===== src/hw/rtl/pstb_pkg.sv =====
package pstb_pkg;

    // Sizes of the bank
    localparam int NUM_COUNTERS = 16;
    localparam int NUM_LEVELS   = 3;
    localparam int CFG_LIMITS   = 3;
    localparam int STAGES       = (NUM_LEVELS < CFG_LIMITS) ? NUM_LEVELS : CFG_LIMITS;
    localparam int IDX_W        = (NUM_COUNTERS > 1) ? $clog2(NUM_COUNTERS) : 1;

    // Field widths
    localparam int VAL_W     = 32;
    localparam int LOAD_W    = 31;
    localparam int PS_W      = 16;
    localparam int CFG_W     = 16;
    localparam int CFG_IDX_W = 3;
    localparam int CNT_W     = 5;

    // Register indexes on the configuration port
    localparam logic [CFG_IDX_W-1:0] CFG_LIMIT0   = 3'd0;
    localparam logic [CFG_IDX_W-1:0] CFG_LIMIT1   = 3'd1;
    localparam logic [CFG_IDX_W-1:0] CFG_LIMIT2   = 3'd2;
    localparam logic [CFG_IDX_W-1:0] CFG_LEVELS   = 3'd3;
    localparam logic [CFG_IDX_W-1:0] CFG_COUNTERS = 3'd4;

    // Counter classes (code 3 behaves as the 32-bit class)
    localparam logic [1:0] CLASS_8  = 2'd0;
    localparam logic [1:0] CLASS_16 = 2'd1;
    localparam logic [1:0] CLASS_32 = 2'd2;
    localparam logic [1:0] CLASS_X  = 2'd3;

    typedef enum logic [2:0] {
        KIND_TICK,
        KIND_SET,
        KIND_SET_RUN,
        KIND_SET_LEVEL,
        KIND_RUN,
        KIND_STOP,
        KIND_QUERY,
        KIND_RETRIG
    } kind_t;

    typedef enum logic [1:0] {
        ERR_NONE,
        ERR_ID,
        ERR_LEVEL
    } err_t;

    typedef enum logic [1:0] {
        ST_IDLE,
        ST_EXEC,
        ST_SWEEP,
        ST_REPORT
    } state_t;

    // Controller to datapath
    typedef struct packed {
        logic capture;
        logic exec;
        logic sweep;
        logic report;
    } ctl_cmd_t;

    // Datapath to controller
    typedef struct packed {
        logic is_tick;
        logic sweep_last;
    } dp_stat_t;

    function automatic logic [VAL_W-1:0] class_mask(input logic [1:0] c);
        case (c)
            CLASS_8:  class_mask = 32'h0000_00FF;
            CLASS_16: class_mask = 32'h0000_FFFF;
            default:  class_mask = 32'hFFFF_FFFF;
        endcase
    endfunction

    function automatic logic [VAL_W-1:0] class_max(input logic [1:0] c);
        case (c)
            CLASS_8:  class_max = 32'h0000_007F;
            CLASS_16: class_max = 32'h0000_7FFF;
            default:  class_max = 32'h7FFF_FFFF;
        endcase
    endfunction

    function automatic logic is_neg(input logic [VAL_W-1:0] v, input logic [1:0] c);
        case (c)
            CLASS_8:  is_neg = v[7];
            CLASS_16: is_neg = v[15];
            default:  is_neg = v[31];
        endcase
    endfunction

    function automatic logic [VAL_W-1:0] sign_ext(input logic [VAL_W-1:0] v,
                                                  input logic [1:0] c);
        case (c)
            CLASS_8:  sign_ext = {{24{v[7]}}, v[7:0]};
            CLASS_16: sign_ext = {{16{v[15]}}, v[15:0]};
            default:  sign_ext = v;
        endcase
    endfunction

endpackage


===== src/hw/rtl/pstb_datapath.sv =====
module pstb_datapath (
    input  logic                              aclk,
    input  logic                              aresetn,
    input  pstb_pkg::ctl_cmd_t                cmd,
    output pstb_pkg::dp_stat_t                stat,
    input  logic [2:0]                        s_kind,
    input  logic [3:0]                        s_counter_id,
    input  logic [pstb_pkg::LOAD_W-1:0]       s_load_value,
    input  logic [1:0]                        s_size_class,
    input  logic [1:0]                        s_level_sel,
    output logic                              m_expired,
    output logic                              m_stopped,
    output logic signed [pstb_pkg::VAL_W-1:0] m_remaining,
    output logic [pstb_pkg::LOAD_W-1:0]       m_elapsed,
    output logic                              m_retrigger_done,
    output logic [1:0]                        m_error_code,
    input  logic                              cfg_we,
    input  logic [pstb_pkg::CFG_IDX_W-1:0]    cfg_index,
    input  logic [pstb_pkg::CFG_W-1:0]        cfg_wdata
);
    import pstb_pkg::*;

    // Captured command
    kind_t              kind_reg;
    logic [3:0]         id_reg;
    logic [LOAD_W-1:0]  load_reg;
    logic [1:0]         sc_reg;
    logic [1:0]         lsel_reg;

    // Configuration
    logic [PS_W-1:0]    limit_reg [CFG_LIMITS];
    logic [1:0]         lvl_cfg_reg;
    logic [CNT_W-1:0]   cnt_cfg_reg;

    // Prescaler cascade
    logic [PS_W-1:0]    ps_reg [STAGES];
    logic [STAGES:0]    fire_reg;

    // Counter bank
    logic [VAL_W-1:0]   val_reg [NUM_COUNTERS];
    logic               en_reg  [NUM_COUNTERS];
    logic [1:0]         lvl_reg [NUM_COUNTERS];
    logic [1:0]         cls_reg [NUM_COUNTERS];

    logic [IDX_W-1:0]   sweep_idx_reg;
    err_t               err_reg;
    logic               retrig_reg;

    // Result register
    logic               exp_reg;
    logic               stop_reg;
    logic [VAL_W-1:0]   rem_reg;
    logic [LOAD_W-1:0]  ela_reg;
    logic               rtd_reg;
    err_t               code_reg;

    logic [1:0]         act_lvl;
    logic [CNT_W-1:0]   act_cnt;
    logic [IDX_W-1:0]   id_idx;
    logic [IDX_W-1:0]   rd_idx;
    logic [VAL_W-1:0]   rd_val;
    logic               rd_en;
    logic [1:0]         rd_lvl;
    logic [1:0]         rd_cls;
    err_t               err_now;
    logic [PS_W-1:0]    ps_work [STAGES+1];
    logic [STAGES:0]    fire_now;
    logic               wr_en;
    logic [VAL_W-1:0]   wr_val;
    logic               wr_run;
    logic [1:0]         wr_lvl;
    logic [1:0]         wr_cls;
    logic               retrig_now;
    logic [VAL_W-1:0]   ev;
    logic [VAL_W-1:0]   rem_now;
    logic [VAL_W-1:0]   ela_now;

    assign act_lvl = (lvl_cfg_reg > 2'(STAGES)) ? 2'(STAGES) : lvl_cfg_reg;
    assign act_cnt = (cnt_cfg_reg > CNT_W'(NUM_COUNTERS)) ? CNT_W'(NUM_COUNTERS)
                                                           : cnt_cfg_reg;

    assign id_idx = IDX_W'(id_reg);
    assign rd_idx = cmd.sweep ? sweep_idx_reg : id_idx;
    assign rd_val = val_reg[rd_idx];
    assign rd_en  = en_reg[rd_idx];
    assign rd_lvl = lvl_reg[rd_idx];
    assign rd_cls = cls_reg[rd_idx];

    assign stat.is_tick    = (kind_reg == KIND_TICK);
    assign stat.sweep_last = (sweep_idx_reg == IDX_W'(NUM_COUNTERS - 1));

    // Level check comes before the id check
    always_comb begin
        err_now = ERR_NONE;
        if (kind_reg != KIND_TICK) begin
            if (kind_reg == KIND_SET_LEVEL && lsel_reg > act_lvl) begin
                err_now = ERR_LEVEL;
            end else if (CNT_W'(id_reg) >= act_cnt) begin
                err_now = ERR_ID;
            end
        end
    end

    // Prescaler cascade for one tick
    always_comb begin
        for (int i = 0; i < STAGES; i++) begin
            ps_work[i] = ps_reg[i];
        end
        ps_work[STAGES] = '0;
        fire_now        = '0;
        fire_now[0]     = 1'b1;
        ps_work[0]      = ps_work[0] + PS_W'(1);
        for (int i = 0; i < STAGES; i++) begin
            if (i < int'(act_lvl) && ps_work[i] >= limit_reg[i]) begin
                fire_now[i+1] = 1'b1;
                ps_work[i]    = '0;
                if (i + 1 < int'(act_lvl)) begin
                    ps_work[i+1] = ps_work[i+1] + PS_W'(1);
                end
            end
        end
    end

    // Entry update: command execution or one sweep step
    always_comb begin
        logic [1:0] sc_eff;
        sc_eff     = (sc_reg == CLASS_X) ? CLASS_32 : sc_reg;
        wr_en      = 1'b0;
        wr_val     = rd_val;
        wr_run     = rd_en;
        wr_lvl     = rd_lvl;
        wr_cls     = rd_cls;
        retrig_now = 1'b0;
        if (cmd.exec && kind_reg != KIND_TICK && err_now == ERR_NONE) begin
            wr_en = 1'b1;
            case (kind_reg) inside
                KIND_SET, KIND_SET_RUN: begin
                    wr_cls = sc_eff;
                    wr_val = (VAL_W'(load_reg) - VAL_W'(1)) & class_mask(sc_eff);
                    if (kind_reg == KIND_SET_RUN) begin
                        wr_run = 1'b1;
                    end
                end
                KIND_SET_LEVEL: wr_lvl = lsel_reg;
                KIND_RUN:       wr_run = 1'b1;
                KIND_STOP:      wr_run = 1'b0;
                KIND_RETRIG: begin
                    if (is_neg(rd_val, rd_cls)) begin
                        wr_val     = (rd_val + class_max(rd_cls)) & class_mask(rd_cls);
                        retrig_now = 1'b1;
                    end
                end
                default: ;
            endcase
        end else if (cmd.sweep) begin
            if (CNT_W'(sweep_idx_reg) < act_cnt && rd_en && fire_reg[rd_lvl]
                && !is_neg(rd_val, rd_cls)) begin
                wr_en  = 1'b1;
                wr_val = (rd_val - VAL_W'(1)) & class_mask(rd_cls);
            end
        end
    end

    // Status of the addressed counter
    assign ev      = sign_ext(rd_val, rd_cls);
    assign rem_now = ev + VAL_W'(1);
    assign ela_now = class_max(rd_cls) - VAL_W'(1) - ev;

    always_ff @(posedge aclk) begin
        if (!aresetn) begin
            limit_reg[0] <= PS_W'(1);
            limit_reg[1] <= PS_W'(1);
            limit_reg[2] <= PS_W'(1);
            lvl_cfg_reg  <= 2'd3;
            cnt_cfg_reg  <= CNT_W'(16);
        end else if (cfg_we) begin
            unique case (cfg_index)
                CFG_LIMIT0:   limit_reg[0] <= cfg_wdata;
                CFG_LIMIT1:   limit_reg[1] <= cfg_wdata;
                CFG_LIMIT2:   limit_reg[2] <= cfg_wdata;
                CFG_LEVELS:   lvl_cfg_reg  <= cfg_wdata[1:0];
                CFG_COUNTERS: cnt_cfg_reg  <= cfg_wdata[CNT_W-1:0];
                default: ;
            endcase
        end
    end

    always_ff @(posedge aclk) begin
        if (cmd.capture) begin
            kind_reg <= kind_t'(s_kind);
            id_reg   <= s_counter_id;
            load_reg <= s_load_value;
            sc_reg   <= s_size_class;
            lsel_reg <= s_level_sel;
        end
    end

    always_ff @(posedge aclk) begin
        if (!aresetn) begin
            for (int i = 0; i < STAGES; i++) begin
                ps_reg[i] <= '0;
            end
            fire_reg      <= '0;
            sweep_idx_reg <= '0;
            err_reg       <= ERR_NONE;
            retrig_reg    <= 1'b0;
        end else begin
            if (cmd.exec) begin
                err_reg       <= err_now;
                retrig_reg    <= retrig_now;
                sweep_idx_reg <= '0;
                if (kind_reg == KIND_TICK) begin
                    for (int i = 0; i < STAGES; i++) begin
                        ps_reg[i] <= ps_work[i];
                    end
                    fire_reg <= fire_now;
                end
            end else if (cmd.sweep) begin
                sweep_idx_reg <= sweep_idx_reg + IDX_W'(1);
            end
        end
    end

    always_ff @(posedge aclk) begin
        if (!aresetn) begin
            for (int i = 0; i < NUM_COUNTERS; i++) begin
                val_reg[i] <= '0;
                en_reg[i]  <= 1'b0;
                lvl_reg[i] <= '0;
                cls_reg[i] <= CLASS_8;
            end
        end else if (wr_en) begin
            val_reg[rd_idx] <= wr_val;
            en_reg[rd_idx]  <= wr_run;
            lvl_reg[rd_idx] <= wr_lvl;
            cls_reg[rd_idx] <= wr_cls;
        end
    end

    always_ff @(posedge aclk) begin
        if (cmd.report) begin
            if (kind_reg == KIND_TICK || err_reg != ERR_NONE) begin
                exp_reg  <= 1'b0;
                stop_reg <= 1'b0;
                rem_reg  <= '0;
                ela_reg  <= '0;
                rtd_reg  <= 1'b0;
                code_reg <= err_reg;
            end else begin
                exp_reg  <= is_neg(rd_val, rd_cls);
                stop_reg <= !rd_en;
                rem_reg  <= rem_now;
                ela_reg  <= ela_now[LOAD_W-1:0];
                rtd_reg  <= retrig_reg;
                code_reg <= ERR_NONE;
            end
        end
    end

    assign m_expired        = exp_reg;
    assign m_stopped        = stop_reg;
    assign m_remaining      = signed'(rem_reg);
    assign m_elapsed        = ela_reg;
    assign m_retrigger_done = rtd_reg;
    assign m_error_code     = code_reg;

    a_err_no_write: assert property (@(posedge aclk) disable iff (!aresetn)
        (cmd.exec && err_now != ERR_NONE) |-> !wr_en)
        else $error("rejected command modified a counter");

    a_tick_fires_base: assert property (@(posedge aclk) disable iff (!aresetn)
        (cmd.exec && kind_reg == KIND_TICK) |=> fire_reg[0])
        else $error("tick did not fire the base level");

    a_sweep_advance: assert property (@(posedge aclk) disable iff (!aresetn)
        (cmd.sweep && !stat.sweep_last) |=> sweep_idx_reg == $past(sweep_idx_reg) + IDX_W'(1))
        else $error("sweep index skipped");

endmodule


===== src/hw/rtl/pstb_ctrl.sv =====
module pstb_ctrl (
    input  logic                aclk,
    input  logic                aresetn,
    input  logic                s_valid,
    output logic                s_ready,
    output logic                m_valid,
    input  logic                m_ready,
    output pstb_pkg::ctl_cmd_t  cmd,
    input  pstb_pkg::dp_stat_t  stat
);
    import pstb_pkg::*;

    state_t state_reg;
    state_t state_next;
    logic   out_valid_reg;
    logic   out_valid_next;
    logic   slot_free;

    assign slot_free = !out_valid_reg || m_ready;

    always_comb begin
        state_next = state_reg;
        unique case (state_reg)
            ST_IDLE:   if (s_valid) state_next = ST_EXEC;
            ST_EXEC:   state_next = stat.is_tick ? ST_SWEEP : ST_REPORT;
            ST_SWEEP:  if (stat.sweep_last) state_next = ST_REPORT;
            ST_REPORT: if (slot_free) state_next = ST_IDLE;
            default:   state_next = ST_IDLE;
        endcase
    end

    always_comb begin
        s_ready     = 1'b0;
        cmd         = '0;
        unique case (state_reg)
            ST_IDLE: begin
                s_ready     = 1'b1;
                cmd.capture = s_valid;
            end
            ST_EXEC:   cmd.exec   = 1'b1;
            ST_SWEEP:  cmd.sweep  = 1'b1;
            ST_REPORT: cmd.report = slot_free;
            default: ;
        endcase
    end

    always_comb begin
        out_valid_next = out_valid_reg;
        if (cmd.report) begin
            out_valid_next = 1'b1;
        end else if (m_ready) begin
            out_valid_next = 1'b0;
        end
    end

    always_ff @(posedge aclk) begin
        if (!aresetn) begin
            state_reg     <= ST_IDLE;
            out_valid_reg <= 1'b0;
        end else begin
            state_reg     <= state_next;
            out_valid_reg <= out_valid_next;
        end
    end

    assign m_valid = out_valid_reg;

    a_no_overwrite: assert property (@(posedge aclk) disable iff (!aresetn)
        cmd.report |-> (!out_valid_reg || m_ready))
        else $error("result overwritten before transfer");

    a_tick_sweeps: assert property (@(posedge aclk) disable iff (!aresetn)
        (state_reg == ST_EXEC && stat.is_tick) |=> state_reg == ST_SWEEP)
        else $error("tick skipped the counter sweep");

    a_report_shows: assert property (@(posedge aclk) disable iff (!aresetn)
        cmd.report |=> (m_valid && state_reg == ST_IDLE))
        else $error("loaded result not presented");

endmodule


===== src/hw/rtl/prescaled_soft_timer_bank.sv =====
// Results: a command's result is loaded into the result register after its execute step;
//   a tick's result after the sweep, which visits one counter per cycle.
// Flow: a new command or tick is taken only after the previous one has been reported;
//   a pending result that is not taken holds the next item in its report step.
// Reset (aresetn, synchronous, active low): all counters zero, stopped, level 0,
//   8-bit class; prescale counts zero; limits 1, levels 3, counters 16.
module prescaled_soft_timer_bank (
    input  logic                              aclk,
    input  logic                              aresetn,
    // Command / tick channel
    input  logic                              s_valid,
    output logic                              s_ready,
    input  logic [2:0]                        s_kind,
    input  logic [3:0]                        s_counter_id,
    input  logic [pstb_pkg::LOAD_W-1:0]       s_load_value,
    input  logic [1:0]                        s_size_class,
    input  logic [1:0]                        s_level_sel,
    // Result channel
    output logic                              m_valid,
    input  logic                              m_ready,
    output logic                              m_expired,
    output logic                              m_stopped,
    output logic signed [pstb_pkg::VAL_W-1:0] m_remaining,
    output logic [pstb_pkg::LOAD_W-1:0]       m_elapsed,
    output logic                              m_retrigger_done,
    output logic [1:0]                        m_error_code,
    // Register write port
    input  logic                              cfg_we,
    input  logic [pstb_pkg::CFG_IDX_W-1:0]    cfg_index,
    input  logic [pstb_pkg::CFG_W-1:0]        cfg_wdata
);
    import pstb_pkg::*;

    // The controller steps each transfer through capture, execute, an optional
    // sweep over the whole counter bank (ticks only) and a report into the
    // result register. The result register lets a new transfer be taken while
    // the previous result still waits on m_ready.
    ctl_cmd_t cmd;
    dp_stat_t stat;

    pstb_ctrl u_ctrl (
        .aclk    (aclk),
        .aresetn (aresetn),
        .s_valid (s_valid),
        .s_ready (s_ready),
        .m_valid (m_valid),
        .m_ready (m_ready),
        .cmd     (cmd),
        .stat    (stat)
    );

    // Datapath: register file, prescaler cascade and counter bank.
    // Execute resolves the id/level checks and updates one counter entry, or,
    // for a tick, advances the prescale stages and latches which levels fire.
    // The sweep then decrements each active, enabled, non-negative counter whose level
    // fired, one counter per cycle.
    pstb_datapath u_dp (
        .aclk             (aclk),
        .aresetn          (aresetn),
        .cmd              (cmd),
        .stat             (stat),
        .s_kind           (s_kind),
        .s_counter_id     (s_counter_id),
        .s_load_value     (s_load_value),
        .s_size_class     (s_size_class),
        .s_level_sel      (s_level_sel),
        .m_expired        (m_expired),
        .m_stopped        (m_stopped),
        .m_remaining      (m_remaining),
        .m_elapsed        (m_elapsed),
        .m_retrigger_done (m_retrigger_done),
        .m_error_code     (m_error_code),
        .cfg_we           (cfg_we),
        .cfg_index        (cfg_index),
        .cfg_wdata        (cfg_wdata)
    );

endmodule

===== config.mk =====
export PLATFORM = sky130hd
export DESIGN_NAME = prescaled_soft_timer_bank
export DESIGN_NICKNAME = d
export VERILOG_FILES = /design/src/hw/rtl/pstb_pkg.sv /design/src/hw/rtl/pstb_datapath.sv /design/src/hw/rtl/pstb_ctrl.sv /design/src/hw/rtl/prescaled_soft_timer_bank.sv
export SDC_FILE = /design/constraint.sdc
export NUM_CORES = 2
export LEC_CHECK = 0
export CAP_MARGIN = 20
export CORE_MARGIN = 2
export CORE_UTILIZATION = 58
export CTS_BUF_LIST = sky130_fd_sc_hd__clkbuf_16
export DETAILED_ROUTE_END_ITERATION = 12
export DONT_BUFFER_PORTS = 1
export HOLD_SLACK_MARGIN = 0.08
export PLACE_DENSITY = 0.84
export SYNTH_ARGS = -nofsm -noshare
export SYNTH_HDL_FRONTEND = slang
export SYNTH_SLANG_ARGS = --single-unit
export TNS_END_PERCENT = 100

===== constraint.sdc =====
create_clock -name aclk -period 6.9 [get_ports aclk]
set_clock_uncertainty 0.2 [all_clocks]
set_input_delay 1.38 -clock aclk [delete_from_list [all_inputs] [get_ports aclk]]
set_output_delay 1.38 -clock aclk [all_outputs]
set_load 0.1 [all_outputs]

==> qor.yml <==
run_status:
  outcome: "complete, but fails checks"
  violations: "negative setup slack"
clock_tree:
  cts_root_buf: "clkbuf_16"
  clockBufferDepth: 3
  cts_tree: "yes"
  clk_pin_slew_ns: 0.07
  hold_buffers: 0
  numCtsBuffers: 82
  clk_latency_ns: 0.65
  cts.sinks: 819
  htreeDepth: 3
floorplan:
  io_pins: 136
  initial_core_util: 0.587
  core-area_um2: 71500
  fp.dieArea_um2: 74500
  die-width_um: 273
  die_y_um: 273
  std_cell_rows: 98
power:
  clockPowerShare: 0.213
  p_leak_nw: 17.2
  powerDensity_nw_per_um2: 466
  ir_drop_uv: 372
  p_seq_frac: 0.305
  p_sw_frac: 0.431
  power_switching_mw: 9.50
  p_comb_frac: 0.481
  p_int_mw: 12.5
flow_run:
  drv_cap: 0
cells_and_area:
  multi_input_area_um2: 16600
  n_antenna_cell: 0
  seqCellArea_um2: 24200
  final_cells: 4835
  area_growth_pct: 12.8
  final_nets: 3990
  drive_above_1_share: 0.153
  fillers: 4865
  largest_reg_flops: 512
setup_path:
  startpoint_type: "flop"
  critical_path_required_ns: 7.18
  critPathKind: "reg -> reg"
  crit_start: "u_dp.ps_reg[0][7]"
  critPathMaxFanout: 12
  worstPathArrival_ns: 7.35
  crit-reg2reg-launch: "u_dp.ps_reg[0][7]"
  slowest_stage: "or3_4"
  worst_setup_path_end_kind: "flop"
  cpPeakStageDelay_ns: 0.41
yosys:
  synth_edf_count: 782
  ys_seq_area_frac: 0.578
  synth.area.top_cells: "edfxtp_1 (56%), nor2_1 (6.7%), o21ai_0 (3.8%)"
  synth_commonest_cells: "edfxtp_1 (782), nor2_1 (754), o21ai_0 (318)"
  synth_cells: 3775
  synth_top_area_frac: 0.560
  synth_top_cell_by_area: "edfxtp_1"
  syn_area_per_cell_um2: 11.1
  synth_cell_types: 94
  yosysMostFrequentCell: "edfxtp_1"
  ys_warn_count: 0
  async_flop_share: 0
  synth-main-ff-cell: "edfxtp_1"
  ys_ff_latch: 819
  syn_nets: 3944
  netlist_area_um2: 41900
detailed_routing:
  detail_route.wl_per_cell_um: 27.7
  viasPerCell: 6.90
  first_iter_violations: 5656
  vias: 33400
  ant_nets: 0
  post-route-drc-count: 0
  firstDrtPassIters: 9
  wl_um: 134000
sta:
  fmaxAchievable_mhz: 142
  worst_slack_ns: -0.164
  post-route-period-util: 1.02
  post-route-min-period_ns: 7.06
  hold_slack_ns: 0.255
  final-hold-violation-count: 0
  worstMarginPinSlew_ns: 1.16
  relSlewSlack: 0.225
  finalSetupViolations: 16
  maxSlewViolCount: 0
  rsz0062_at_grt: "yes"
placed_design:
  pre_cts_ws_ns: -0.211
  place_congestion: 0.987
  port_buffers: 0
  post-dp-hpwl_um: 83400
  numPlacedInstances: 4662
worst_hold_path:
  hp-class: "reg -> reg"
  hold_path.startpoint: "u_dp.en_reg[3]"
grt:
  grt_first_pass_wirelength_um: 197000
  track_usage: 0.352
  antenna_found_initial: 2
  grt_pass1_vias: 32400
  grt_max_degree: 78
  grt-ovfl-total: 0
## metal layers
| layer | vias up | global-route usage | share of wire |
|---|---|---|---|
| li1 | 13900 | - | - |
| met1 | 15800 | 0.451 | 0.34 |
| met2 | 3045 | 0.538 | 0.44 |
| met3 | 659 | 0.102 | 0.15 |
| met4 | 4 | 0.197 | 0.063 |
| met5 | - | 0 | 0.00022 |
## placed cells by master, fill, tap and decap left out, types with 62 or more instances in the layout
master,n
o21ai_0,309
ha_1,99
nor2_1,750
xor2_1,62
mux2i_1,82
buf_4,212
nand2_1,191
inv_1,100
a21oi_1,88
clkbuf_16,85
edfxtp_1,782
xnor2_1,81
## what timing repair did
item / 4_1_cts / 5_1_grt
endpoints found under the setup margin: 18 / 71
pin swaps: 2 / 44
gates cloned: 0 / 2
resized for setup: 6 / 67
buffers inserted: 1 / 19
## power by group through the flow
stage / clock, mW / sequential [mW] / combinational, mW
after floorplan: 0 / 6.72 / 6.54
after global placement: 0 / 6.78 / 9.77
after detailed placement: 0 / 6.80 / 9.95
after CTS: 4.70 / 6.71 / 10.1
after global routing: 4.88 / 6.74 / 11.2
final: 4.70 / 6.73 / 10.6
## per-stage QoR
step	TNS [ns]	cell area (um2)	util	total power, mW
2_1_floorplan	0	41900	-	13.3
3_3_place_gp	-0.579	44000	0.615	16.6
3_5_place_dp	-2.94	44000	0.615	16.8
4_1_cts	0	46800	0.655	21.5
5_1_grt	-7.50	47300	0.662	22.8
6_report	-2.15	47300	0.662	22.0
## critical path, delay by kind of cell, from the launching register on
family / cells / cell delay (ns)
AOI/OAI and AO/OA: 13 / 2.53
and+or+nand+nor: 11 / 1.85
buffers and inverters: 3 / 0.55
adders and majority gates: 3 / 0.87
xor gates and xnor gates: 3 / 0.48
DFF: 1 / 0.39
## path summary, 6_finish.rpt
path / end / slack [ns] / cells past startpoint
max: u_dp.ps_reg[0][47] / -0.16 / 33
min: u_dp.en_reg[3] / 0.25 / 2
max reg2reg: u_dp.ps_reg[0][47] / -0.16 / 33
min reg2reg: u_dp.en_reg[3] / 0.25 / 2
## cells by family after synthesis
kind of cell    synth area share
fa+ha+maj                 0.0307
flops                      0.578
compound gates             0.114
mux                       0.0470
simple gates               0.160
xor+xnor                  0.0319
buf+inv                   0.0386
## layout make-up
type,count,area share
clock buffer,85,0.0450
inverter,93,0.00738
timing repair buffer,243,0.0456
clock inverter,63,0.0143
tap,950,0.0251
multi-input combinational,2582,0.350
sequential,819,0.512
Power figures use the tool's default switching activity.
